$ cat src/rtl/fldc_pkg.sv
// Shared types, constants and helper functions of the frontlight dimming duty controller.
// No dependencies; the datapath, controller and top level reference it by scoped names.
`timescale 1ns / 1ps
`default_nettype none

package fldc_pkg;

  localparam int unsigned MaxPwmBits = 16;
  localparam int unsigned DutyW      = 16;
  localparam int unsigned PmicW      = 12;

  localparam logic [6:0]  PctMax    = 7'd100;
  localparam logic [31:0] RoundHalf = 32'd50;
  localparam logic [31:0] PmicScale = 32'd4095;

  localparam logic [31:0] PctDiv  = 32'd100;
  localparam logic [31:0] LvlDiv  = 32'(254 * 254);
  localparam logic [31:0] PmicDiv = 32'd10000;

  localparam logic [63:0] RecipBase = 64'h1_0000_0000;
  localparam logic [31:0] PctRecip  = 32'(RecipBase / 64'(PctDiv));
  localparam logic [31:0] LvlRecip  = 32'(RecipBase / 64'(LvlDiv));
  localparam logic [31:0] PmicRecip = 32'(RecipBase / 64'(PmicDiv));

  typedef enum logic [1:0] {
    CMD_SET_PERCENT = 2'd0,
    CMD_SET_LEVEL   = 2'd1,
    CMD_TURN_ON     = 2'd2,
    CMD_SET_WARM    = 2'd3
  } cmd_e;

  typedef enum logic [1:0] {
    REG_PWM_BITS     = 2'd0,
    REG_ACTIVE_HIGH  = 2'd1,
    REG_DUAL_CHANNEL = 2'd2,
    REG_PMIC_MODE    = 2'd3
  } reg_e;

  typedef enum logic [3:0] {
    DP_NOP,
    DP_UPDATE,
    DP_ZERO_TOTAL,
    DP_MUL_PF,
    DP_MUL_NN,
    DP_MUL_NF,
    DP_MUL_PP,
    DP_MUL_PK,
    DP_MUL_TS,
    DP_DIV_REC,
    DP_DIV_BACK,
    DP_FIX_TOTAL,
    DP_FIX_WARM,
    DP_FIX_PMIC,
    DP_FINISH
  } dp_op_e;

  typedef enum logic [1:0] {
    DIV_PCT,
    DIV_LVL,
    DIV_PMIC
  } div_e;

  typedef struct packed {
    dp_op_e op;
    div_e   div_sel;
  } ctrl_cmd_t;

  typedef struct packed {
    logic pmic;
    logic dual;
    logic level_mode;
    logic level_zero;
    logic out_full;
  } dp_status_t;

  function automatic logic [31:0] div_const(div_e sel);
    case (sel)
      DIV_LVL:  return LvlDiv;
      DIV_PMIC: return PmicDiv;
      default:  return PctDiv;
    endcase
  endfunction

  function automatic logic [31:0] div_recip(div_e sel);
    case (sel)
      DIV_LVL:  return LvlRecip;
      DIV_PMIC: return PmicRecip;
      default:  return PctRecip;
    endcase
  endfunction

  function automatic logic [DutyW-1:0] pwm_full(logic [4:0] bits);
    logic [4:0] b;
    b = bits;
    if (b == 5'd0) begin
      b = 5'd1;
    end
    if (b > 5'(MaxPwmBits)) begin
      b = 5'(MaxPwmBits);
    end
    return DutyW'(({(DutyW + 1){1'b0}} | (DutyW + 1)'(1)) << b) - DutyW'(1);
  endfunction

  function automatic logic [6:0] sat100(logic [7:0] v);
    return (v > 8'(PctMax)) ? PctMax : v[6:0];
  endfunction

endpackage

`default_nettype wire

$ cat src/rtl/fldc_in_if.sv
// Command channel interface: valid/ready handshake with command and value payload.
// Depends on nothing.
`timescale 1ns / 1ps
`default_nettype none

interface fldc_in_if;
  logic       valid;
  logic       ready;
  logic [1:0] command;
  logic [7:0] value;

  modport source (output valid, command, value, input ready);
  modport sink   (input valid, command, value, output ready);
endinterface

`default_nettype wire

$ cat src/rtl/fldc_out_if.sv
// Duty result channel interface: valid/ready handshake with duty fields and lit flag.
// Depends on nothing.
`timescale 1ns / 1ps
`default_nettype none

interface fldc_out_if;
  logic        valid;
  logic        ready;
  logic [15:0] cool_duty;
  logic [15:0] warm_duty;
  logic [12:0] pmic_duty_word;
  logic        lit;

  modport source (output valid, cool_duty, warm_duty, pmic_duty_word, lit, input ready);
  modport sink   (input valid, cool_duty, warm_duty, pmic_duty_word, lit, output ready);
endinterface

`default_nettype wire

$ cat src/rtl/fldc_datapath.sv
// Datapath: configuration and dimmer state, shared multiplier, reciprocal divide, output beat.
// Depends on fldc_pkg; driven by fldc_controller through ctrl_cmd_t.
`timescale 1ns / 1ps
`default_nettype none

module fldc_datapath (
  input  logic                               clk_i,
  input  logic                               rst_ni,
  input  fldc_pkg::ctrl_cmd_t                cmd_i,
  output fldc_pkg::dp_status_t               status_o,
  input  logic                               in_accept_i,
  input  logic [1:0]                         in_command_i,
  input  logic [7:0]                         in_value_i,
  input  logic                               cfg_we_i,
  input  logic [1:0]                         cfg_idx_i,
  input  logic [4:0]                         cfg_data_i,
  input  logic                               out_ready_i,
  output logic                               out_valid_o,
  output logic [fldc_pkg::DutyW-1:0]         cool_duty_o,
  output logic [fldc_pkg::DutyW-1:0]         warm_duty_o,
  output logic [fldc_pkg::PmicW:0]           pmic_duty_word_o,
  output logic                               lit_o
);

  logic [4:0] pwm_bits_q;
  logic       active_high_q;
  logic       dual_q;
  logic       pmic_q;

  logic [6:0] percent_q;
  logic [7:0] level_q;
  logic       level_mode_q;
  logic [6:0] share_q;
  logic [6:0] last_lit_q;

  logic [1:0] cmd_q;
  logic [7:0] val_q;

  logic [31:0]                     acc_q;
  logic [15:0]                     quo_q;
  logic [31:0]                     prod_q;
  logic [fldc_pkg::DutyW-1:0]      total_q;
  logic [fldc_pkg::DutyW-1:0]      warm_q;
  logic [fldc_pkg::PmicW-1:0]      pmic_duty_q;

  logic                            out_valid_q;
  logic [fldc_pkg::DutyW-1:0]      cool_out_q;
  logic [fldc_pkg::DutyW-1:0]      warm_out_q;
  logic [fldc_pkg::PmicW:0]        word_out_q;
  logic                            lit_out_q;

  logic [fldc_pkg::DutyW-1:0] full;
  logic [6:0]                 sat_val;
  logic [6:0]                 apply_pct;
  logic [14:0]                lvl_x;
  logic [6:0]                 lvl_pct;
  logic [7:0]                 lvl_n;
  logic [31:0]                mul_a;
  logic [31:0]                mul_b;
  logic [63:0]                mul_p;
  logic [31:0]                dsor;
  logic [31:0]                rem;
  logic [15:0]                q_fix;
  logic [fldc_pkg::DutyW-1:0] warm_l;
  logic [fldc_pkg::DutyW-1:0] cool_l;
  logic [fldc_pkg::DutyW-1:0] cool_d;
  logic [fldc_pkg::DutyW-1:0] warm_d;
  logic [fldc_pkg::PmicW:0]   word_d;
  logic                       lit_d;

  assign full      = fldc_pkg::pwm_full(pwm_bits_q);
  assign sat_val   = fldc_pkg::sat100(val_q);
  assign apply_pct = (fldc_pkg::cmd_e'(cmd_q) == fldc_pkg::CMD_TURN_ON) ? last_lit_q : sat_val;
  // level * 100 / 255, exact below 2^16
  assign lvl_x     = 15'(val_q) * 15'(fldc_pkg::PctMax);
  assign lvl_pct   = 7'((16'(lvl_x) + 16'(lvl_x >> 8) + 16'd1) >> 8);
  assign lvl_n     = level_q - 8'd1;
  assign dsor      = fldc_pkg::div_const(cmd_i.div_sel);

  always_comb begin
    mul_a = '0;
    mul_b = '0;
    case (cmd_i.op)
      fldc_pkg::DP_MUL_PF: begin
        mul_a = 32'(percent_q);
        mul_b = 32'(full);
      end
      fldc_pkg::DP_MUL_NN: begin
        mul_a = 32'(lvl_n);
        mul_b = 32'(lvl_n);
      end
      fldc_pkg::DP_MUL_NF: begin
        mul_a = acc_q;
        mul_b = 32'(full - fldc_pkg::DutyW'(1));
      end
      fldc_pkg::DP_MUL_PP: begin
        mul_a = 32'(percent_q);
        mul_b = 32'(percent_q);
      end
      fldc_pkg::DP_MUL_PK: begin
        mul_a = acc_q;
        mul_b = fldc_pkg::PmicScale;
      end
      fldc_pkg::DP_MUL_TS: begin
        mul_a = 32'(total_q);
        mul_b = 32'(share_q);
      end
      fldc_pkg::DP_DIV_REC: begin
        mul_a = acc_q;
        mul_b = fldc_pkg::div_recip(cmd_i.div_sel);
      end
      fldc_pkg::DP_DIV_BACK: begin
        mul_a = 32'(quo_q);
        mul_b = dsor;
      end
      default: begin
      end
    endcase
  end

  assign mul_p = 64'(mul_a) * 64'(mul_b);
  assign rem   = acc_q - prod_q;
  assign q_fix = quo_q + 16'(rem >= dsor);

  always_comb begin
    warm_l = dual_q ? warm_q : '0;
    cool_l = total_q - warm_l;
    cool_d = active_high_q ? cool_l : full - cool_l;
    warm_d = active_high_q ? warm_l : full - warm_l;
    word_d = '0;
    lit_d  = |total_q;
    if (pmic_q) begin
      cool_d = '0;
      warm_d = '0;
      word_d = {|pmic_duty_q, pmic_duty_q};
      lit_d  = |pmic_duty_q;
    end
  end

  always_ff @(posedge clk_i or negedge rst_ni) begin
    if (!rst_ni) begin
      pwm_bits_q    <= 5'd10;
      active_high_q <= 1'b1;
      dual_q        <= 1'b0;
      pmic_q        <= 1'b0;
    end else if (cfg_we_i) begin
      case (fldc_pkg::reg_e'(cfg_idx_i))
        fldc_pkg::REG_PWM_BITS:     pwm_bits_q    <= cfg_data_i;
        fldc_pkg::REG_ACTIVE_HIGH:  active_high_q <= cfg_data_i[0];
        fldc_pkg::REG_DUAL_CHANNEL: dual_q        <= cfg_data_i[0];
        fldc_pkg::REG_PMIC_MODE:    pmic_q        <= cfg_data_i[0];
        default: begin
        end
      endcase
    end
  end

  always_ff @(posedge clk_i or negedge rst_ni) begin
    if (!rst_ni) begin
      percent_q    <= '0;
      level_q      <= '0;
      level_mode_q <= 1'b0;
      share_q      <= '0;
      last_lit_q   <= fldc_pkg::PctMax;
    end else if (cmd_i.op == fldc_pkg::DP_UPDATE) begin
      case (fldc_pkg::cmd_e'(cmd_q))
        fldc_pkg::CMD_SET_PERCENT, fldc_pkg::CMD_TURN_ON: begin
          percent_q    <= apply_pct;
          level_mode_q <= 1'b0;
          if (apply_pct != 7'd0) begin
            last_lit_q <= apply_pct;
          end
        end
        fldc_pkg::CMD_SET_LEVEL: begin
          level_q      <= val_q;
          percent_q    <= lvl_pct;
          level_mode_q <= 1'b1;
        end
        fldc_pkg::CMD_SET_WARM: begin
          share_q <= sat_val;
        end
        default: begin
        end
      endcase
    end
  end

  always_ff @(posedge clk_i) begin
    if (in_accept_i) begin
      cmd_q <= in_command_i;
      val_q <= in_value_i;
    end
    case (cmd_i.op)
      fldc_pkg::DP_MUL_PF, fldc_pkg::DP_MUL_TS: acc_q <= mul_p[31:0] + fldc_pkg::RoundHalf;
      fldc_pkg::DP_MUL_NN, fldc_pkg::DP_MUL_NF,
      fldc_pkg::DP_MUL_PP, fldc_pkg::DP_MUL_PK: acc_q <= mul_p[31:0];
      fldc_pkg::DP_DIV_REC:    quo_q       <= 16'(mul_p[63:32]);
      fldc_pkg::DP_DIV_BACK:   prod_q      <= mul_p[31:0];
      fldc_pkg::DP_ZERO_TOTAL: total_q     <= '0;
      fldc_pkg::DP_FIX_TOTAL:  total_q     <= level_mode_q ? q_fix + 16'd1 : q_fix;
      fldc_pkg::DP_FIX_WARM:   warm_q      <= q_fix;
      fldc_pkg::DP_FIX_PMIC:   pmic_duty_q <= q_fix[fldc_pkg::PmicW-1:0];
      fldc_pkg::DP_FINISH: begin
        cool_out_q <= cool_d;
        warm_out_q <= warm_d;
        word_out_q <= word_d;
        lit_out_q  <= lit_d;
      end
      default: begin
      end
    endcase
  end

  always_ff @(posedge clk_i or negedge rst_ni) begin
    if (!rst_ni) begin
      out_valid_q <= 1'b0;
    end else if (cmd_i.op == fldc_pkg::DP_FINISH) begin
      out_valid_q <= 1'b1;
    end else if (out_ready_i) begin
      out_valid_q <= 1'b0;
    end
  end

  assign status_o.pmic       = pmic_q;
  assign status_o.dual       = dual_q;
  assign status_o.level_mode = level_mode_q;
  assign status_o.level_zero = (level_q == 8'd0);
  assign status_o.out_full   = out_valid_q && !out_ready_i;

  assign out_valid_o      = out_valid_q;
  assign cool_duty_o      = cool_out_q;
  assign warm_duty_o      = warm_out_q;
  assign pmic_duty_word_o = word_out_q;
  assign lit_o            = lit_out_q;

endmodule

`default_nettype wire

$ cat src/rtl/fldc_controller.sv
// Sequencer: steps the datapath through state update, multiply and divide, split and output.
// Depends on fldc_pkg; talks to fldc_datapath through ctrl_cmd_t and dp_status_t.
`timescale 1ns / 1ps
`default_nettype none

module fldc_controller (
  input  logic                 clk_i,
  input  logic                 rst_ni,
  input  logic                 in_accept_i,
  input  fldc_pkg::dp_status_t status_i,
  output fldc_pkg::ctrl_cmd_t  cmd_o,
  output logic                 in_ready_o
);

  typedef enum logic [3:0] {
    S_IDLE,
    S_UPDATE,
    S_MUL_A,
    S_MUL_B,
    S_DREC,
    S_DBACK,
    S_DFIX,
    S_SPLIT,
    S_SREC,
    S_SBACK,
    S_SFIX,
    S_FINISH
  } ctl_state_e;

  ctl_state_e        state_q;
  ctl_state_e        state_d;
  fldc_pkg::div_e    main_sel;

  assign main_sel = status_i.pmic       ? fldc_pkg::DIV_PMIC :
                    status_i.level_mode ? fldc_pkg::DIV_LVL  : fldc_pkg::DIV_PCT;

  always_comb begin
    cmd_o.op      = fldc_pkg::DP_NOP;
    cmd_o.div_sel = fldc_pkg::DIV_PCT;
    state_d       = state_q;
    case (state_q)
      S_IDLE: begin
        if (in_accept_i) begin
          state_d = S_UPDATE;
        end
      end
      S_UPDATE: begin
        cmd_o.op = fldc_pkg::DP_UPDATE;
        state_d  = S_MUL_A;
      end
      S_MUL_A: begin
        if (status_i.pmic) begin
          cmd_o.op = fldc_pkg::DP_MUL_PP;
          state_d  = S_MUL_B;
        end else if (status_i.level_mode) begin
          if (status_i.level_zero) begin
            cmd_o.op = fldc_pkg::DP_ZERO_TOTAL;
            state_d  = S_SPLIT;
          end else begin
            cmd_o.op = fldc_pkg::DP_MUL_NN;
            state_d  = S_MUL_B;
          end
        end else begin
          cmd_o.op = fldc_pkg::DP_MUL_PF;
          state_d  = S_DREC;
        end
      end
      S_MUL_B: begin
        cmd_o.op = status_i.pmic ? fldc_pkg::DP_MUL_PK : fldc_pkg::DP_MUL_NF;
        state_d  = S_DREC;
      end
      S_DREC: begin
        cmd_o.op      = fldc_pkg::DP_DIV_REC;
        cmd_o.div_sel = main_sel;
        state_d       = S_DBACK;
      end
      S_DBACK: begin
        cmd_o.op      = fldc_pkg::DP_DIV_BACK;
        cmd_o.div_sel = main_sel;
        state_d       = S_DFIX;
      end
      S_DFIX: begin
        cmd_o.op      = status_i.pmic ? fldc_pkg::DP_FIX_PMIC : fldc_pkg::DP_FIX_TOTAL;
        cmd_o.div_sel = main_sel;
        state_d       = status_i.pmic ? S_FINISH : S_SPLIT;
      end
      S_SPLIT: begin
        if (status_i.dual) begin
          cmd_o.op = fldc_pkg::DP_MUL_TS;
          state_d  = S_SREC;
        end else begin
          state_d = S_FINISH;
        end
      end
      S_SREC: begin
        cmd_o.op = fldc_pkg::DP_DIV_REC;
        state_d  = S_SBACK;
      end
      S_SBACK: begin
        cmd_o.op = fldc_pkg::DP_DIV_BACK;
        state_d  = S_SFIX;
      end
      S_SFIX: begin
        cmd_o.op = fldc_pkg::DP_FIX_WARM;
        state_d  = S_FINISH;
      end
      S_FINISH: begin
        // hold until the output register is free
        if (!status_i.out_full) begin
          cmd_o.op = fldc_pkg::DP_FINISH;
          state_d  = S_IDLE;
        end
      end
      default: begin
        state_d = S_IDLE;
      end
    endcase
  end

  always_ff @(posedge clk_i or negedge rst_ni) begin
    if (!rst_ni) begin
      state_q <= S_IDLE;
    end else begin
      state_q <= state_d;
    end
  end

  assign in_ready_o = (state_q == S_IDLE);

endmodule

`default_nettype wire

$ cat src/rtl/frontlight_dimming_duty_controller.sv
// Top level of the frontlight dimming duty controller: controller plus datapath.
// Depends on fldc_pkg, fldc_in_if, fldc_out_if, fldc_controller, fldc_datapath.
//
// Usage:
//   in_bus carries one dimmer command per beat (command, value); out_bus returns one
//   beat per command with cool/warm PWM duty, PMIC duty word and lit flag. Write
//   configuration through cfg_we_i/cfg_idx_i/cfg_data_i only while idle; not enforced.
// Datapath: one shared 32x32 multiplier does every product, and each constant divide
//   is a reciprocal multiply, a back multiply and a correction step. A command runs
//   a state update, one multiply for percent commands or two in level and PMIC mode,
//   then a divide; level zero skips both. With two channels outside PMIC mode a warm
//   split multiply and divide follow.
// Sequencing: the sequencer handles one command at a time.
// Reset: rst_ni clears the sequencer and output valid, loads pwm_bits 10, active high,
//   single channel, LED PWM mode, percent 0, warm share 0 and last lit percent 100.
// Stall: a finished result waits in the output register; the next command may be
//   taken meanwhile, and its own result waits until the previous beat is taken.
`timescale 1ns / 1ps
`default_nettype none

module frontlight_dimming_duty_controller (
  input  logic             clk_i,
  input  logic             rst_ni,
  fldc_in_if.sink          in_bus,
  fldc_out_if.source       out_bus,
  input  logic             cfg_we_i,
  input  logic [1:0]       cfg_idx_i,
  input  logic [4:0]       cfg_data_i
);

  fldc_pkg::ctrl_cmd_t  ctrl_cmd;
  fldc_pkg::dp_status_t dp_status;
  logic                 in_ready;
  logic                 in_accept;

  assign in_bus.ready = in_ready;
  assign in_accept    = in_bus.valid && in_ready;

  fldc_controller u_ctrl (
    .clk_i       (clk_i),
    .rst_ni      (rst_ni),
    .in_accept_i (in_accept),
    .status_i    (dp_status),
    .cmd_o       (ctrl_cmd),
    .in_ready_o  (in_ready)
  );

  fldc_datapath u_dp (
    .clk_i            (clk_i),
    .rst_ni           (rst_ni),
    .cmd_i            (ctrl_cmd),
    .status_o         (dp_status),
    .in_accept_i      (in_accept),
    .in_command_i     (in_bus.command),
    .in_value_i       (in_bus.value),
    .cfg_we_i         (cfg_we_i),
    .cfg_idx_i        (cfg_idx_i),
    .cfg_data_i       (cfg_data_i),
    .out_ready_i      (out_bus.ready),
    .out_valid_o      (out_bus.valid),
    .cool_duty_o      (out_bus.cool_duty),
    .warm_duty_o      (out_bus.warm_duty),
    .pmic_duty_word_o (out_bus.pmic_duty_word),
    .lit_o            (out_bus.lit)
  );

endmodule

`default_nettype wire

$ cat src/flat_wrapper.sv
// flat-port wrapper written by rule: the top's interface ports become plain ports
module frontlight_dimming_duty_controller_flat 
  (clk_i, rst_ni, cfg_we_i, cfg_idx_i, cfg_data_i, in_bus_valid, in_bus_command, in_bus_value, in_bus_ready, out_bus_valid, out_bus_cool_duty, out_bus_warm_duty, out_bus_pmic_duty_word, out_bus_lit, out_bus_ready);
  fldc_in_if in_bus_i ();
  fldc_out_if out_bus_i ();
  input  logic clk_i;
  input  logic rst_ni;
  input  logic cfg_we_i;
  input  logic [1:0] cfg_idx_i;
  input  logic [4:0] cfg_data_i;
  input wire logic [$bits(in_bus_i.valid)-1:0] in_bus_valid;
  input wire logic [$bits(in_bus_i.command)-1:0] in_bus_command;
  input wire logic [$bits(in_bus_i.value)-1:0] in_bus_value;
  output wire logic [$bits(in_bus_i.ready)-1:0] in_bus_ready;
  output wire logic [$bits(out_bus_i.valid)-1:0] out_bus_valid;
  output wire logic [$bits(out_bus_i.cool_duty)-1:0] out_bus_cool_duty;
  output wire logic [$bits(out_bus_i.warm_duty)-1:0] out_bus_warm_duty;
  output wire logic [$bits(out_bus_i.pmic_duty_word)-1:0] out_bus_pmic_duty_word;
  output wire logic [$bits(out_bus_i.lit)-1:0] out_bus_lit;
  input wire logic [$bits(out_bus_i.ready)-1:0] out_bus_ready;
  assign in_bus_i.valid = in_bus_valid;
  assign in_bus_i.command = in_bus_command;
  assign in_bus_i.value = in_bus_value;
  assign in_bus_ready = in_bus_i.ready;
  assign out_bus_valid = out_bus_i.valid;
  assign out_bus_cool_duty = out_bus_i.cool_duty;
  assign out_bus_warm_duty = out_bus_i.warm_duty;
  assign out_bus_pmic_duty_word = out_bus_i.pmic_duty_word;
  assign out_bus_lit = out_bus_i.lit;
  assign out_bus_i.ready = out_bus_ready;
  frontlight_dimming_duty_controller u_core (.clk_i(clk_i), .rst_ni(rst_ni), .in_bus(in_bus_i), .out_bus(out_bus_i), .cfg_we_i(cfg_we_i), .cfg_idx_i(cfg_idx_i), .cfg_data_i(cfg_data_i));
endmodule
$ cat config.mk
export PLATFORM = sky130hd
export DESIGN_NAME = frontlight_dimming_duty_controller_flat
export DESIGN_NICKNAME = d
export VERILOG_FILES = /design/src/rtl/fldc_pkg.sv /design/src/rtl/fldc_in_if.sv /design/src/rtl/fldc_out_if.sv /design/src/rtl/fldc_datapath.sv /design/src/rtl/fldc_controller.sv /design/src/rtl/frontlight_dimming_duty_controller.sv /design/src/flat_wrapper.sv
export SDC_FILE = /design/constraint.sdc
export NUM_CORES = 2
export LEC_CHECK = 0
export ABC_AREA = 1
export BUFFER_PORTS_ARGS = -buffer_cell sky130_fd_sc_hd__buf_2
export CELL_PAD_IN_SITES_DETAIL_PLACEMENT = 2
export CELL_PAD_IN_SITES_GLOBAL_PLACEMENT = 2
export CORE_ASPECT_RATIO = 0.7
export CORE_MARGIN = 2
export CORE_UTILIZATION = 44
export DETAILED_ROUTE_END_ITERATION = 8
export PLACE_DENSITY_LB_ADDON = 0.1
export SYNTH_ARGS = -nofsm -noshare
export SYNTH_HDL_FRONTEND = slang
export SYNTH_SLANG_ARGS = --single-unit
$ cat constraint.sdc
create_clock -name clk_i -period 22.1 [get_ports clk_i]
set_input_delay 1.105 -clock clk_i [delete_from_list [all_inputs] [get_ports clk_i]]
set_output_delay 1.105 -clock clk_i [all_outputs]
set_load 0.05 [all_outputs]
==> results.json <==
{
  "cp-endpoint": "u_core.u_dp.acc_q[30]",
  "tns_ps": 0,
  "die_y_um": 263,
  "reg2regPathDepth": 40,
  "drtAntennaViolNets": 0,
  "die_x_um": 373,
  "place.gp.congestion": 0.945,
  "crit_required_ps": 22450,
  "setup_viol": 0,
  "synth_enable_flop_cells": 180,
  "wl_mm": 183,
  "final_common_cell": "inv_1",
  "critPathLaunchType": "register",
  "initialDrtViolationCount": 3711,
  "outcome": "finished clean",
  "htreeDepth": 1,
  "synth_ff_type": "edfxtp_1",
  "route.vias.total": 36300,
  "grt_pass1_vias": 40400,
  "synth.cell_area_mm2": 0.0420,
  "final_cell_mix": "inv_1 (1304), nand2_1 (989), fa_1 (751)",
  "grt_max_degree": 47,
  "period_share": 0.516,
  "slowest_stage": "nand3_1",
  "vias_per_cell": 5.70,
  "fmax_mhz": 87.6,
  "cp_slowest_stage_delay_ps": 700,
  "slew_violations": 0,
  "dp_hpwl_mm": 156,
  "async_flop_share": 0.193,
  "ys_seq_area_frac": 0.154,
  "path_max_fanout": 30,
  "synth_cells": 5073,
  "nets": 6185,
  "numPortBuffers": 69,
  "syn_area_per_cell_um2": 8.28,
  "cap_violations": 0,
  "clk-insertion-delay-late_ps": 600,
  "cts_setup_buffers": 0,
  "cp-startpoint": "u_core.u_dp.pmic_q",
  "cts_hold_buffers": 0,
  "drc_errors": 0,
  "period_minus_slack_ps": 11410,
  "reg2reg_from": "u_core.u_dp.pmic_q",
  "finalHoldViolCount": 0,
  "post_drt_wl_per_cell_um": 28.7,
  "cts_buffer_depth": 3,
  "cts_tree": "yes",
  "end_kind": "register",
  "clock_sinks": 223,
  "firstDrtPassIters": 7,
  "skew_ps": 28.9,
  "relSlewSlack": 0.157,
  "clk_pin_slew_ps": 70,
  "antenna_found_initial": 8,
  "boundaryPins": 70,
  "grt_use_total": 0.377,
  "die_area_mm2": 0.0980,
  "root_buffer": "clkbuf_16",
  "reg2reg_to": "u_core.u_dp.acc_q[30]",
  "critPathArrivalTime_ps": 11760,
  "start_util": 0.445,
  "drive_gt1_frac": 0.0492,
  "ys_warn_count": 0,
  "path_class": "register to register",
  "grt_first_pass_wirelength_mm": 273,
  "syn2layout_area_growth_pct": 6.45,
  "overflow": 0,
  "cts_buffers": 24,
  "tightest_slew_ps": 1260,
  "holdCritPathClass": "register to register",
  "yosysUniqueCellTypes": 67,
  "ys_ff_latch": 223,
  "core_area_mm2": 0.0943,
  "rsz0062_at_grt": "false",
  "cts_resized": 0,
  "r2r_slack_ps": 10690,
  "num_rows": 94
}
routing by layer:
layer / share of wire / GRT usage / routed length, µm / vias to the layer above
li1: - / - / - / 15300
met5: 0.000071 / 0 / 13 / -
met4: 0.024 / 0.0788 / 4340 / 2
met3: 0.098 / 0.0840 / 17900 / 261
met2: 0.42 / 0.553 / 77800 / 1556
met1: 0.45 / 0.568 / 83200 / 19200
through the flow:
| stage | area [µm²] | hold slack, ps | utilization | instances | worst slack (ps) |
|---|---|---|---|---|---|
| after CTS | 44700 | 495 | 0.474 | 6374 | 11060 |
| after detailed placement | 43800 | 474 | 0.465 | 6330 | 11180 |
| final | 44700 | 491 | 0.474 | 6376 | 10690 |
| after global placement | 43800 | 464 | 0.465 | 6330 | 11630 |
| after global routing | 44700 | 525 | 0.474 | 6374 | 10380 |
| after floorplan | 42000 | 448 | - | 5074 | 13150 |
worst max-delay path, delay by kind of cell (launching register included):
| kind | cells | cell delay [ps] |
|---|---|---|
| compound gates | 5 | 1510 |
| xor+xnor | 1 | 260 |
| fa+ha+maj | 9 | 4240 |
| buf+inv | 9 | 1490 |
| flops | 1 | 390 |
| simple gates | 16 | 3230 |
cell families (layout without fill, tap and decap cells):
group           Yosys count  count (layout)  synth area share
fa+ha+maj              1055            1055             0.448
flops                   223             223             0.154
other cells               2               5          0.000179
xor+xnor                153             153            0.0324
simple gates           1692            1692             0.166
compound gates          483             483            0.0655
buf+inv                1465            1517             0.133
final cells by class:
class | count | area, µm²
sequential | 223 | 6490
inverter | 1352 | 5070
clock buffer | 31 | 668
clock inverter | 13 | 211
multi-input combinational | 3386 | 30000
tap | 1248 | 1560
timing repair buffer | 121 | 736
antenna | 2 | 5.00
fill | 10700 | 49600
Yosys cell counts, types with 6 or more instances:
library cell / n / area, µm²
nand4_1: 48 / 300
ha_1: 304 / 3800
or2_2: 11 / 68.8
o2111ai_1: 6 / 52.6
nand3_1: 138 / 691
edfxtp_1: 180 / 5410
a21o_1: 11 / 82.6
dfrtp_1: 37 / 926
nand3b_1: 10 / 75.1
fa_1: 751 / 15000
xnor2_1: 50 / 438
clkinv_1: 23 / 86.3
nand2_1: 989 / 3710
buf_6: 7 / 78.8
clkbuf_1: 70 / 263
o22ai_1: 7 / 43.8
nor2_2: 8 / 50.1
nor3_1: 29 / 145
nor4_1: 8 / 50.1
dfstp_2: 6 / 158
inv_2: 24 / 90.1
a31oi_1: 13 / 81.3
nor2_1: 419 / 1570
o221ai_1: 11 / 96.3
o211ai_1: 9 / 67.6
xor2_1: 101 / 885
buf_2: 28 / 140
inv_1: 1305 / 4900
a21oi_1: 201 / 1010
o21ai_0: 166 / 831
nand2_2: 6 / 37.5
o21a_1: 9 / 67.6
o21bai_1: 10 / 75.1
registers in the layout (all words and copies together), names as in the netlist, 7 cells and up:
register,cells
u_core.u_dp.acc_q,32
u_core.u_dp.prod_q,32
u_core.u_dp.cool_duty_o,16
u_core.u_dp.quo_q,16
u_core.u_dp.total_q,16
u_core.u_dp.warm_duty_o,16
u_core.u_dp.warm_q,16
u_core.u_dp.pmic_duty_word_o,13
u_core.u_dp.pmic_duty_q,12
u_core.u_dp.level_q,8
u_core.u_dp.val_q,8
u_core.u_dp.last_lit_q,7
u_core.u_dp.percent_q,7
u_core.u_dp.share_q,7
how the worst min path moves through the flow:
stage	startpoint	to	slack (ps)	cells past startpoint
after floorplan	u_core.u_dp.last_lit_q[0]	u_core.u_dp.last_lit_q[0]	450	2
after global placement	u_core.u_dp.last_lit_q[4]	u_core.u_dp.last_lit_q[4]	460	2
after detailed placement	u_core.u_dp.last_lit_q[3]	u_core.u_dp.last_lit_q[3]	470	2
after CTS	u_core.u_dp.last_lit_q[2]	u_core.u_dp.last_lit_q[2]	490	2
after global routing	u_core.u_dp.last_lit_q[0]	u_core.u_dp.last_lit_q[0]	520	2
final	u_core.u_dp.last_lit_q[2]	u_core.u_dp.last_lit_q[2]	490	2
Power is not shown: default switching activity piles up to over one toggle a cycle in this logic, so the estimate is an artifact.
